**src/qrs_pkg.sv**
```systemverilog
// ----------------------------------------------------------------------------
// qrs_pkg
// shared types and constants of the qrs peak classifier
// ----------------------------------------------------------------------------
package qrs_pkg;

  localparam logic [2:0] EV_NONE   = 3'd0;
  localparam logic [2:0] EV_NOISE  = 3'd1;
  localparam logic [2:0] EV_REG    = 3'd2;
  localparam logic [2:0] EV_SEARCH = 3'd3;
  localparam logic [2:0] EV_MISSED = 3'd4;

  localparam logic CFG_SIGNAL = 1'b0;
  localparam logic CFG_NOISE  = 1'b1;

  localparam logic [15:0] RR_RESET   = 16'd150;
  localparam logic [15:0] LOW_INIT   = 16'd138;
  localparam logic [15:0] HIGH_INIT  = 16'd174;
  localparam logic [15:0] MISS_INIT  = 16'd249;
  localparam logic [15:0] LOW_PEAK   = 16'd2000;
  localparam logic [15:0] SIG_INIT   = 16'd2000;
  localparam logic [15:0] NOISE_INIT = 16'd500;
  localparam logic [8:0]  COEF_LOW   = 9'd236;
  localparam logic [8:0]  COEF_HIGH  = 9'd297;
  localparam logic [8:0]  COEF_MISS  = 9'd425;

  // request passed from front to back: one candidate peak or a plain sample
  typedef struct packed {
    logic        is_peak;
    logic [15:0] value;
    logic [31:0] time_stamp;
  } peak_req_t;

  typedef struct packed {
    logic [2:0]  event_res;
    logic [31:0] peak_time;
    logic [15:0] peak_value;
    logic [15:0] rr_interval;
    logic [13:0] pulse_bpm;
    logic        low_peak_warning;
    logic        missed_warning;
    logic [15:0] threshold_one_now;
  } qrs_res_t;

  function automatic logic [23:0] mix_level(input logic [23:0] lvl, input logic [15:0] v);
    logic [27:0] s;
    s = {4'd0, v, 8'd0} + 28'(lvl) * 28'd7;
    return s[26:3];
  endfunction

  function automatic logic [23:0] thr_one(input logic [23:0] noise, input logic [23:0] sig);
    logic [25:0] s;
    s = 26'(noise) * 26'd3 + 26'(sig);
    return s[25:2];
  endfunction

endpackage

```
**src/qrs_front.sv**
```systemverilog
// ----------------------------------------------------------------------------
// qrs_front
// sample window and local maximum detection
// ----------------------------------------------------------------------------
module qrs_front import qrs_pkg::*; (
  input  logic        clk,
  input  logic        rst_n,
  input  logic        in_push,
  input  logic [15:0] in_sample,
  output logic        in_full,
  output logic        req_valid,
  output peak_req_t   req,
  input  logic        req_full
);
  logic [15:0] middle_r, oldest_r;
  logic [31:0] clock_r;

  assign in_full   = req_full;
  assign req_valid = in_push && !req_full;
  assign req.is_peak    = (in_sample < middle_r) && (middle_r > oldest_r);
  assign req.value      = middle_r;
  assign req.time_stamp = clock_r;

  always_ff @(posedge clk) begin
    if (!rst_n) begin
      middle_r <= '0;
      oldest_r <= '0;
      clock_r  <= '0;
    end else if (req_valid) begin
      oldest_r <= middle_r;
      middle_r <= in_sample;
      clock_r  <= clock_r + 32'd1;
    end
  end
endmodule

```
**config.mk**
```make
export PLATFORM = sky130hd
export DESIGN_NAME = qrs_front
export DESIGN_NICKNAME = d
export VERILOG_FILES = /design/src/qrs_pkg.sv /design/src/qrs_front.sv
export SDC_FILE = /design/constraint.sdc
export NUM_CORES = 1
export LEC_CHECK = 0
export BUFFER_PORTS_ARGS = -buffer_cell sky130_fd_sc_hd__clkbuf_2
export CELL_PAD_IN_SITES_DETAIL_PLACEMENT = 0
export CELL_PAD_IN_SITES_GLOBAL_PLACEMENT = 2
export CORE_MARGIN = 5
export CORE_UTILIZATION = 34
export DETAILED_ROUTE_END_ITERATION = 7
export PLACE_DENSITY_LB_ADDON = 0.15
export SLEW_MARGIN = 20
export SYNTH_ARGS = -nofsm -noshare
export SYNTH_HDL_FRONTEND = slang
export SYNTH_SLANG_ARGS = --single-unit
```
**constraint.sdc**
```tcl
create_clock -name clk -period 3.7 [get_ports clk]
set_input_delay 0.185 -clock clk [delete_from_list [all_inputs] [get_ports clk]]
set_output_delay 0.185 -clock clk [all_outputs]
set_load 0.01 [all_outputs]
```
Yosys cells after proc, flatten, opt, wreduce, memory -nomap -nowiden
Cells that the tools add are included.
- add/sub/neg operators: 1
- $lt $le $gt $ge: 2
- reduce and logical (&&, ||, !) cells: 3
- operator list (kind ; number):
    $add 32x1->32 const B ; 1
    $gt 16x16->1 ; 1
    $lt 16x16->1 ; 1
    $logic_and 1x1->1 ; 2
    $logic_not 1->1 ; 1
- register bits after elaboration: 64
- output and inout bits: 51
- word-level logic and storage cells: 9

Longest topological paths before layout
- word-level depth: 2
- depth in mapped cells: 7
- mapped depth without buffers: 7

Worst setup path after synthesis
Ideal clock, no wire load.
- path type: register -> output
- from: reg middle_r[15]
- to: out req[48] (netlist name)
- arrival: 1.738 ns
- setup slack: 1.777 ns
- cell stages (with the launch flop): 7
- path through: dfxtp_1 -> inv_1 -> ha_1 -> nand4_1 -> or4_1 -> o41ai_1 -> nor3_1
- RTL lines (what ; line ; text):
    from (decl) ; qrs_front.sv:15 ; logic [15:0] middle_r, oldest_r;
    from (signal assigned) ; qrs_front.sv:31 ; middle_r <= in_sample;
    to (decl) ; qrs_front.sv:12 ; output peak_req_t req,

==> impl_metrics.yaml <==
worst_setup_path:
  worstPathCellList: "inv_1, ha_1, nand4_1, or4_1, o41ai_1, nor3_1, clkbuf_2"
  start_kind: "register"
  crit_arrival_ns: 2.33
  max_stage_delay_ns: 0.54
  worstSetupPathType: "reg -> out"
  path_buf_inv: 2
  rrSetupSlack_ns: 1.50
  crit_family: "simple AND/OR/NAND/NOR gates"
  required_ns: 3.51
  cp-end-kind: "output pin"
  critPathMaxFanout: 5
  slowest_stage: "or4_1"
synthesis:
  synth-adder-area-share_pct: 11.5
  synthCells: 424
  seq_area_frac_synth_pct: 36.7
  netlist-cell-type-count: 41
  yosys_register_bits: 64
  yosys_warnings: 0
  synth-xor-area-share_pct: 4.51
  synth_compound_gate_area_share_pct: 14.0
  synthMuxAreaShare_pct: 1.15
  synth_fp_nets: 476
  yosysTopAreaCellShare_pct: 36.7
  synth_top_family_by_area: "simple AND/OR/NAND/NOR gates"
  netlist_top_cells_area: "dfxtp_1 (37%), ha_1 (11%), nand2_1 (9.3%)"
  yosys.area_share.simple_pct: 26.1
  postSynthAreaPerCell_um2: 8.24
  syn_area_um2: 3490
  yosysTopAreaCell: "dfxtp_1"
layout:
  final_cell_mix: "nand2_1 (87), clkbuf_2 (70), dfxtp_1 (64), a21boi_0 (41), inv_1 (34)"
  area_growth_pct: 19.6
  layout-drive-gt1-share_pct: 18.8
  final_nets: 542
  final_common_cell: "nand2_1"
  fill_cells: 1083
  utilization_pct: 41.0
  diodes: 0
sta:
  finalHoldViolations: 0
  worst_pin_slew_ns: 0.725
  timing.final.crit_share_pct: 67.9
  fin_setup_tns_ns: 0
  slew_headroom_pct: 51.7
  skew_ns: 0.00995
  fmax_ghz: 0.398
  maxSlewViolCount: 0
  rsz0062_at_grt: "no"
  period_needed_ns: 2.51
  setup_viol_count_final: 0
die:
  ios: 71
  die_x_um: 111
  core_area_um2: 10200
  dieArea_um2: 12400
  num_rows: 37
  die_height_um: 111
  initial_core_util_pct: 34.3
pwr:
  ir_worst_vdd_v: 0.000159
  leakagePower_nw: 1.73
  power_density_nw_per_um2: 369
global_route:
  grt.total_usage_pct: 13.7
  grt_pass1_vias: 2865
  overflow: 0
  grt_max_degree: 69
  grt_pass1_wl_mm: 14.0
  antenna_found_initial: 0
job:
  drv_cap: 0
clocking:
  clock_sinks: 64
  cts_tree: "done"
  cts_buffers: 9
  cts-root-buf: "clkbuf_8"
  path_clk_slew_ns: 0.08
  h-tree-depth: 3
  clkLatencyLatePin_ns: 0.34
  hold_buffers: 0
  post_cts.repair.setup_buffers: 0
  clk_path_buf_depth: 2
  cts_resized: 0
placed_design:
  port_buffers: 70
  gp_congestion: 0.724
  place_hpwl_mm: 5.99
drt:
  wirelength_mm: 8.25
  drc: 0
  wl_per_cell_um: 13.1
  drt.antenna.violating_nets: 0
  first_iter_violations: 112
  dr.pass1.iters: 4
  num_vias: 2953
  via_per_inst: 4.68
outcome:
  status: "complete, no violations"
worst_hold_path:
  hold_path_class: "in -> reg"
[area by class of cell]
class | count | area, µm² | area share [%]
multi-input cells | 307 | 2000 | 47.9
flip-flops and latches | 64 | 1280 | 30.7
repair buffers | 73 | 373 | 8.92
well taps | 136 | 170 | 4.07
inverters | 35 | 131 | 3.14
clock buffers | 9 | 124 | 2.96
clock inverters | 7 | 96.3 | 2.31
[final timing paths]
check                       startpoint                        end  depth (start not counted)
max          middle_r[11]$_SDFFE_PN0P_                    req[48]                          7
min                       in_sample[5]   middle_r[5]$_SDFFE_PN0P_                          3
max reg2reg    clock_r[0]$_SDFFE_PN0P_   clock_r[28]$_SDFFE_PN0P_                          6
min reg2reg  oldest_r[10]$_SDFFE_PN0P_  oldest_r[10]$_SDFFE_PN0P_                          2
[cell usage after synthesis (all sizes together)]
cell type and number:
o31ai 1, xor2 9, ha 32, nand2b 5, nand2 87, nor2 7, xnor2 9, a21boi 42
a221o 1, a2111oi 1, o21ai 13, and3b 1, dfxtp 64, inv 34, nand4 15, and4b 2
a21oi 9, and3 3, clkinv 1, buf 2, nor4b 1, clkbuf 16, and4 3, nand3 12
mux2i 4, nor2b 2, o41ai 1, or3 9, nor4 5, and2 19, or4 2, nor3 8
o211ai 1, a211oi 2, a21o 1
[worst register-to-register path, delay by kind of cell, from the launching register on]
kind                       cells  cell delay, ns
DFF                            1            0.42
adders and majority gates      1            0.19
and+or+nand+nor                4            1.40
xor gates and xnor gates       1            0.10
[report_power, final]
part	internal [mW]	switching, mW
registers	0.701	0.0131
logic	0.0661	0.0893
clock network	0.380	0.291
total	1.15	0.393
[cells by family after synthesis]
logic type               count (synthesis)
adder cells (fa/ha/maj)                 32
AND/OR/NAND/NOR                        181
flip-flops                              64
buffers and inverters                   53
AO/OA/AOI/OAI                           72
XOR/XNOR                                18
multiplexers                             4
[state kept, by name, summed over array words and instances (netlist names)]
register  cells
clock_r      32
middle_r     16
oldest_r     16
[metrics by stage]
step | area (µm²) | setup WS [ns] | power [mW] | std cells | hold WS [ns]
after CTS | 4180 | 1.14 | 1.57 | 631 | 0.0721
after global placement | 3960 | 1.59 | 0.891 | 615 | 0.439
final | 4180 | 1.19 | 1.54 | 631 | 0.0905
after global routing | 4180 | 1.03 | 1.63 | 631 | 0.0778
after floorplan | 3490 | 1.78 | 0.830 | 424 | 0.330
after detailed placement | 3960 | 1.49 | 0.890 | 615 | 0.446
[layer usage]
layer | vias up | GRT usage, % | wire length [µm]
met4 | 0 | 4.14 | 91
met5 | - | 0 | 0
met2 | 52 | 20.3 | 3430
met1 | 1320 | 19.3 | 4370
li1 | 1572 | - | -
met3 | 9 | 3.86 | 356
Power figures use the tool's default switching activity.
