[config.mk]
export PLATFORM = sky130hd
export DESIGN_NAME = qrs_fifo
export DESIGN_NICKNAME = d
export VERILOG_FILES = /design/src/qrs_pkg.sv /design/src/qrs_fifo.sv
export SDC_FILE = /design/constraint.sdc
export NUM_CORES = 1
export LEC_CHECK = 0
export BUFFER_PORTS_ARGS = -buffer_cell sky130_fd_sc_hd__buf_2
export CORE_MARGIN = 1.5
export CORE_UTILIZATION = 47
export CTS_CLUSTER_SIZE = 40
export DETAILED_ROUTE_END_ITERATION = 6
export GPL_ROUTABILITY_DRIVEN = 0
export GPL_TIMING_DRIVEN = 0
export PLACE_DENSITY = 0.7
export SKIP_CTS_REPAIR_TIMING = 1
export SLEW_MARGIN = 20
export SYNTH_ARGS = -nofsm -noshare
export SYNTH_HDL_FRONTEND = slang
export SYNTH_SLANG_ARGS = --single-unit
[constraint.sdc]
create_clock -name clk -period 2.27 [get_ports clk]
set_input_delay 0.1135 -clock clk [delete_from_list [all_inputs] [get_ports clk]]
set_output_delay 0.1135 -clock clk [all_outputs]
set_load 0.005 [all_outputs]
[src/qrs_pkg.sv]
// ----------------------------------------------------------------------------
// qrs_pkg
// shared types and constants of the qrs peak classifier
// ----------------------------------------------------------------------------
package qrs_pkg;

  localparam logic [2:0] EV_NONE   = 3'd0;
  localparam logic [2:0] EV_NOISE  = 3'd1;
  localparam logic [2:0] EV_REG    = 3'd2;
  localparam logic [2:0] EV_SEARCH = 3'd3;
  localparam logic [2:0] EV_MISSED = 3'd4;

  localparam logic CFG_SIGNAL = 1'b0;
  localparam logic CFG_NOISE  = 1'b1;

  localparam logic [15:0] RR_RESET   = 16'd150;
  localparam logic [15:0] LOW_INIT   = 16'd138;
  localparam logic [15:0] HIGH_INIT  = 16'd174;
  localparam logic [15:0] MISS_INIT  = 16'd249;
  localparam logic [15:0] LOW_PEAK   = 16'd2000;
  localparam logic [15:0] SIG_INIT   = 16'd2000;
  localparam logic [15:0] NOISE_INIT = 16'd500;
  localparam logic [8:0]  COEF_LOW   = 9'd236;
  localparam logic [8:0]  COEF_HIGH  = 9'd297;
  localparam logic [8:0]  COEF_MISS  = 9'd425;

  // request passed from front to back: one candidate peak or a plain sample
  typedef struct packed {
    logic        is_peak;
    logic [15:0] value;
    logic [31:0] time_stamp;
  } peak_req_t;

  typedef struct packed {
    logic [2:0]  event_res;
    logic [31:0] peak_time;
    logic [15:0] peak_value;
    logic [15:0] rr_interval;
    logic [13:0] pulse_bpm;
    logic        low_peak_warning;
    logic        missed_warning;
    logic [15:0] threshold_one_now;
  } qrs_res_t;

  function automatic logic [23:0] mix_level(input logic [23:0] lvl, input logic [15:0] v);
    logic [27:0] s;
    s = {4'd0, v, 8'd0} + 28'(lvl) * 28'd7;
    return s[26:3];
  endfunction

  function automatic logic [23:0] thr_one(input logic [23:0] noise, input logic [23:0] sig);
    logic [25:0] s;
    s = 26'(noise) * 26'd3 + 26'(sig);
    return s[25:2];
  endfunction

endpackage

[src/qrs_fifo.sv]
// ----------------------------------------------------------------------------
// qrs_fifo
// small request queue between front and back
// ----------------------------------------------------------------------------
module qrs_fifo import qrs_pkg::*; (
  input  logic      clk,
  input  logic      rst_n,
  input  logic      wr_en,
  input  peak_req_t wr_data,
  output logic      full,
  input  logic      rd_en,
  output logic      empty,
  output peak_req_t rd_data
);
  peak_req_t   mem_r [4];
  logic [1:0]  wp_r, rp_r;
  logic [2:0]  cnt_r;

  assign full    = cnt_r == 3'd4;
  assign empty   = cnt_r == 3'd0;
  assign rd_data = mem_r[rp_r];

  always_ff @(posedge clk) begin
    if (wr_en) mem_r[wp_r] <= wr_data;
  end

  always_ff @(posedge clk) begin
    if (!rst_n) begin
      wp_r <= '0; rp_r <= '0; cnt_r <= '0;
    end else begin
      if (wr_en) wp_r <= wp_r + 2'd1;
      if (rd_en) rp_r <= rp_r + 2'd1;
      cnt_r <= cnt_r + 3'(wr_en) - 3'(rd_en);
    end
  end
endmodule

## Word level (Yosys, flattened, before mapping)

Memory sizes are Yosys's and may differ from the RTL's. A register that Yosys moved wholly into a read port is not among the register bits.
Index checks and enable logic that the tools add are counted.

- Reduce and logical (&&, ||, !) cells: 1
- Muxes and demuxes: 4
- Equality and inequality tests: 1
- Add/sub/neg operators: 4

Operators by type and width:

| kind | count |
|---|---|
| $add A2 B1 Y2 const B | 2 |
| $mux W2 | 2 |
| $add A3 B1 Y3 | 1 |
| $eq A3 B3 Y1 const B | 1 |
| $logic_not A3 Y1 | 1 |
| $sub A3 B1 Y3 | 1 |
| $mux W1 | 2 |

- Memories: 1
- Input port bits: 53
- Bits in registers: 7
- RAM bits: 196

Memory list:

| name | depth | width | rd ports | clocked after Yosys merged registers in | write ports | RTL line | RTL |
|---|---|---|---|---|---|---|---|
| mem_r | 4 | 49 | 1 | 1 | 1 | qrs_fifo.sv:15 | `peak_req_t mem_r [4];` |

## Logic depth before layout (Yosys ltp)

Gate-level depths: netlist (run 1).

- Word-level depth: 3
- Gate-level depth with buffers: 7

## Worst setup path after synthesis (run 1)

Ideal clock, no wire load.

- Path type: register to register
- From: reg wp_r[0]
- To: mem mem_r[2][0] in the netlist's numbering, enable pin
- Clock period less this slack: 2.124 ns
- Path slack: 0.146 ns
- Buffers on the path: 0
- Arrival: 1.712 ns
- Cell stages (with the launch flop): 4
- Required time: 1.859 ns
- Library setup time: 0.411 ns
- Cell sequence: dfxtp_1 inv_1 ha_1 and2_1

RTL lines:

| what | RTL line | RTL |
|---|---|---|
| start: declaration | qrs_fifo.sv:16 | `logic [1:0] wp_r, rp_r;` |
| start signal: assignment | qrs_fifo.sv:31 | `if (wr_en) wp_r <= wp_r + 2'd1;` |
| end: declaration | qrs_fifo.sv:15 |  |

No word-level cell before the write port.

==> out/metrics.cfg, run 1 <==
[status]
status = finished clean

[synthesis]
synth-seq-cells = 205
ys_seq_area_share_pct = 80.5
synthCells = 299
syn_nets = 359
yosysWarnings = 0
syn_area_per_cell_um2 = 25.2
ys_types = 22
netlist_area_um2 = 7530

[routing]
antenna_left = 0
dr.pass1.iters = 4
wl_met2_mm = 6.66
wl_met3_um = 814
wire_per_inst_um = 18.5
wl_mm = 13.2
drc = 0
drtIter0Drc = 165
vias = 3594
met1_length_mm = 5.42
top_layer_used = met4
vias_per_cell = 5.06

[clocking]
cts_tree = yes
cts_buffers = 21
clk_pin_slew_ns = 0.06
cts.path.max_buffers = 3
clock_latency_ns = 0.49
clockRootBuffer = clkbuf_16
cts.sinks = 205
htreeDepth = 1

[final_layout]
drive_gt1_share_pct = 39.6
fin_nets = 540
layout_commonest_cell = edfxtp_1
final_cell_mix = edfxtp_1, buf_2, dlygate4sd3_1, mux4_2, clkbuf_16
fillCellCount = 1177
fin_util_pct = 60.5
multi_input_area_um2 = 1360
register_area_um2 = 6070
areaGrowthSynthToFinish_pct = 26.7

[sta]
skew_ns = 0.00632
rsz0062_at_grt = no
finalHoldViolations = 0
setup_viol = 0
maxSlewHeadroom_pct = 52.6
max_freq_ghz = 0.473
period_needed_ns = 2.12
fin_crit_sh_pct = 93.2
slew_viol_final = 0
setup_tns_ns = 0
tightest_slew_ns = 0.711
fin_ws_ns = 0.155

[placed_design]
hpwl_mm = 7.75
portBuffers = 103
dpl_worst_slack_ns = 0.480

[critical_path]
timing.rr.start = cnt_r[0]
worst-r2r-setup-slack_ns = 0.47
timing.rr.end = cnt_r[2]
crit_end = rd_data[11]
r2r_cells = 7
crit_arrival_ns = 2.00
crit_type = flop to primary output
cp-start-kind = flop
required_ns = 2.16
path_max_fanout = 10
cp-end-kind = primary output

[global_route]
antenna_found_initial = 0
grt_use_total_pct = 15.6
grt_first_pass_wirelength_mm = 19.5
grt_max_degree = 35
grt_pass1_vias = 3629
grt_overflow = 0

[floorplanning]
die-area_um2 = 16800
start_util_pct = 47.8
die_w_um = 130
ios = 104
core_um2 = 15800
rows = 46
die_y_um = 130

[min_path]
min_from = wr_en
min_path_type = primary input to flop

[pwr]
p_leak_nw = 3.31
finalPower_mw = 8.41
powerDensity_nw_per_um2 = 881
peakVddDrop_v = 0.000698

[job]
cap_viol_max_count = 0

## synth_stat cells
cell | n | area share [%]
edfxtp_1 | 196 | 78
mux4_2 | 47 | 14
dfxtp_1 | 9 | 2.4
inv_1 | 7 | 0.35
and2_1 | 6 | 0.50
ha_1 | 6 | 1.0
nor2_1 | 5 | 0.25
buf_1 | 3 | 0.15
buf_4 | 3 | 0.30
buf_12 | 2 | 0.53
buf_2 | 2 | 0.13
mux4_1 | 2 | 0.70
xnor2_1 | 2 | 0.23
a21bo_2 | 1 | 0.13
a21oi_1 | 1 | 0.066
and3_1 | 1 | 0.083
buf_6 | 1 | 0.15
fa_1 | 1 | 0.27
mux2i_1 | 1 | 0.13
nand3b_1 | 1 | 0.10
nor3_1 | 1 | 0.066
xor3_1 | 1 | 0.32
## state kept, by name, indices dropped and copies added, names as in the netlist, named ones only
register,cells
wp_r,2
cnt_r,3
mem_r,196
rp_r,2
## how the worst min path moves through the flow
stage	endpoint	depth (start not counted)
6_report	wp_r[1]	3
5_1_grt	wp_r[1]	3
2_1_floorplan	mem_r[0][0]	0
3_5_place_dp	mem_r[1][7]	1
4_1_cts	mem_r[3][7]	1
3_3_place_gp	mem_r[0][20]	1
## cells by family after synthesis
kind of cell | synth area share [%]
buffers and inverters | 1.61
and+or+nand+nor | 0.996
adders and majority gates | 1.26
DFF | 80.5
xor gates and xnor gates | 0.548
muxes | 14.9
AOI/OAI and AO/OA | 0.199
## per-layer routing
metal | global-route usage (%) | vias to the layer above
met1 | 19.9 | 1828
met3 | 4.17 | 27
met2 | 26.3 | 111
met4 | 4.77 | 0
li1 | - | 1628
met5 | 0 | -
## critical path, cell delays in order (launching register included)
cell,delay [ns]
dfxtp_1,0.37
buf_1,0.56
mux4_2,0.43
buf_2,0.15
## final cells by class
| type | count | share of cell area [%] |
|---|---|---|
| Buffer | 11 | 0.996 |
| Inverter | 7 | 0.275 |
| Clock buffer | 24 | 5.62 |
| Clock inverter | 12 | 0.904 |
| Antenna cell | 1 | 0.0262 |
| Multi-Input combinational cell | 76 | 14.2 |
| Tap cell | 216 | 2.83 |
| Timing Repair Buffer | 158 | 11.6 |
| Sequential cell | 205 | 63.5 |
## power by group
part | leakage, nW | total, mW | switching [mW] | internal, mW
combinational | 1.13 | 0.865 | 0.391 | 0.474
sequential | 1.87 | 4.40 | 0.0502 | 4.34
clock | 0.309 | 3.15 | 1.34 | 1.81
total | 3.31 | 8.41 | 1.78 | 6.63
## metrics by stage
step                      cell area [um^2]  hold slack [ns]  cells
after CTS                             9030           -0.186    658
after detailed placement              8410            0.331    622
after global placement                8320            0.322    618
after floorplan                       7530            0.212    299
final                                 9550          0.00130    710
after global routing                  9540           0.0118    709
Power figures use the tool's default switching activity.
==> run 2, diff against run 1 <==
==> constraint.sdc (replaced) <==
create_clock -name clk -period 2.27 [get_ports clk]
set_input_delay 0.1135 -clock clk [delete_from_list [all_inputs] [get_ports clk]]
set_output_delay 0.1135 -clock clk [all_outputs]
set_load 0.1 [all_outputs]
==> run 2 against run 1 <==
The flow now finishes with violations (hold timing). Largest power group unchanged. Die area unchanged. Clock power about the same. Wire length is 1.4% lower. Register-to-register slack about the same. First-iteration DRC count up 18%. Non-clock buffer count shrank 1. Cell count fell by 0.14%.
==> out/metrics.cfg, run 2 (synthesis results as in run 1) <==
[status]
status = complete, but fails checks
failed_checks = hold timing

[floorplanning]
die_y_um = 130
ios = 104
core_um2 = 15800
rows = 46
start_util_pct = 47.8
die_w_um = 130
die-area_um2 = 16800

[final_layout]
fin_util_pct = 60.8
design_area_um2 = 9590
antennaDiodeCount = 0
fillCellCount = 1169
drive_gt1_share_pct = 39.6
fin_nets = 539
stdcell_count = 709
top_register = mem_r
top_regs = mem_r: 196 flops, cnt_r: 3 flops
layout_commonest_cell = edfxtp_1
areaGrowthSynthToFinish_pct = 27.3
largest_register_ffs = 196
final_cell_mix = edfxtp_1, buf_2, dlygate4sd3_1, mux4_2, clkbuf_16

[placed_design]
dp_cells = 622
dpl_worst_slack_ns = 0.416
hpwl_mm = 7.73
dpl-instance-area_um2 = 8420
portBuffers = 103

[critical_path]
r2r_cells = 7
path_max_fanout = 10
crit_arrival_ns = 2.05
cp-start-kind = flop
timing.rr.start = cnt_r[0]
worst-r2r-setup-slack_ns = 0.48
timing.rr.end = cnt_r[2]
cp-end-kind = primary output
crit_end = rd_data[35]
required_ns = 2.16
crit_type = flop to primary output

[routing]
vias = 3573
drtIter0Drc = 194
dr.pass1.iters = 4
vias_per_cell = 5.04
drc = 0
wire_per_inst_um = 18.3
antenna_left = 0
wl_mm = 13.0

[clocking]
clockRootBuffer = clkbuf_16
htreeDepth = 1
clock_latency_ns = 0.48
cts.sinks = 205
clk_pin_slew_ns = 0.06
cts.path.max_buffers = 3
cts_tree = yes
cts_buffers = 21

[sta]
max_freq_ghz = 0.462
fin_ws_ns = 0.104
period_needed_ns = 2.17
skew_ns = 0.00845
fin_crit_sh_pct = 95.4
setup_viol = 0
tightest_slew_ns = 0.519
hold_ws_ns = -0.0239
slew_viol_final = 0
finalHoldViolations = 4
maxSlewHeadroom_pct = 65.7

[pwr]
p_leak_nw = 3.32
powerDensity_nw_per_um2 = 990
peakVddDrop_v = 0.000751

[global_route]
antenna_found_initial = 0
grt_pass1_vias = 3702
grt_first_pass_wirelength_mm = 19.4
grt_overflow = 0
grt_max_degree = 33
grt_use_total_pct = 15.5

[min_path]
min_from = rd_en
min_path_type = primary input to flop

[job]
cap_viol_max_count = 0

run 2: cell count changes in the layout (fill, tap and decap cells not counted), sizes merged:
cell	delta
diode	-1
clkinv	-1
dlygate4sd3	-1
buf	-15
bufinv	+1
inv	-1
clkbuf	+17
run 2: stage by stage:
step           power [mW]  setup TNS, ns
6_report             9.50              0
2_1_floorplan        5.99              0
4_1_cts              9.53          -2.81
3_5_place_dp         6.33              0
3_3_place_gp         6.28        -152.70
5_1_grt              9.84        -0.0142
run 2: metal layers:
layer  part of all wire (%)  vias up  global-route usage [%]  wire length (um)
met3                    4.0       13                    3.59               523
met2                     52       81                    27.0              6790
met4                    1.2        0                    4.05               160
li1                       -     1626                       -                 -
met1                     42     1853                    19.8              5500
met5                      0        -                       0                 0
run 2: how the worst min path moves through the flow:
stage	endpoint	depth (start not counted)
after floorplan	mem_r[0][0]	0
after global placement	mem_r[1][10]	1
after detailed placement	mem_r[2][2]	1
after CTS	mem_r[2][12]	1
after global routing	flop	3
final	flop	3
run 2: final cells by class:
cell class                      count  area, um^2  area share [%]
Sequential cell                   205        6070            63.2
Multi-Input combinational cell     76        1360            14.2
Timing Repair Buffer              157        1120            11.7
Clock buffer                       26         544            5.67
Tap cell                          216         270            2.82
Buffer                             11         104            1.08
Clock inverter                     11        98.8            1.03
Inverter                            7        26.3           0.274
run 2: critical path, stage by stage, from the launching register on:
cell	delay, ns
dfxtp_1	0.33
buf_6	0.12
buf_12	0.14
buf_12	0.16
mux4_2	0.51
clkbuf_4	0.30
run 2: report_power, final:
| group | switching, mW | leakage [nW] | total [mW] | internal [mW] |
|---|---|---|---|---|
| Combinational | 1.43 | 1.14 | 1.92 | 0.491 |
| Clock | 1.26 | 0.310 | 3.18 | 1.92 |
| Sequential | 0.0532 | 1.87 | 4.40 | 4.35 |
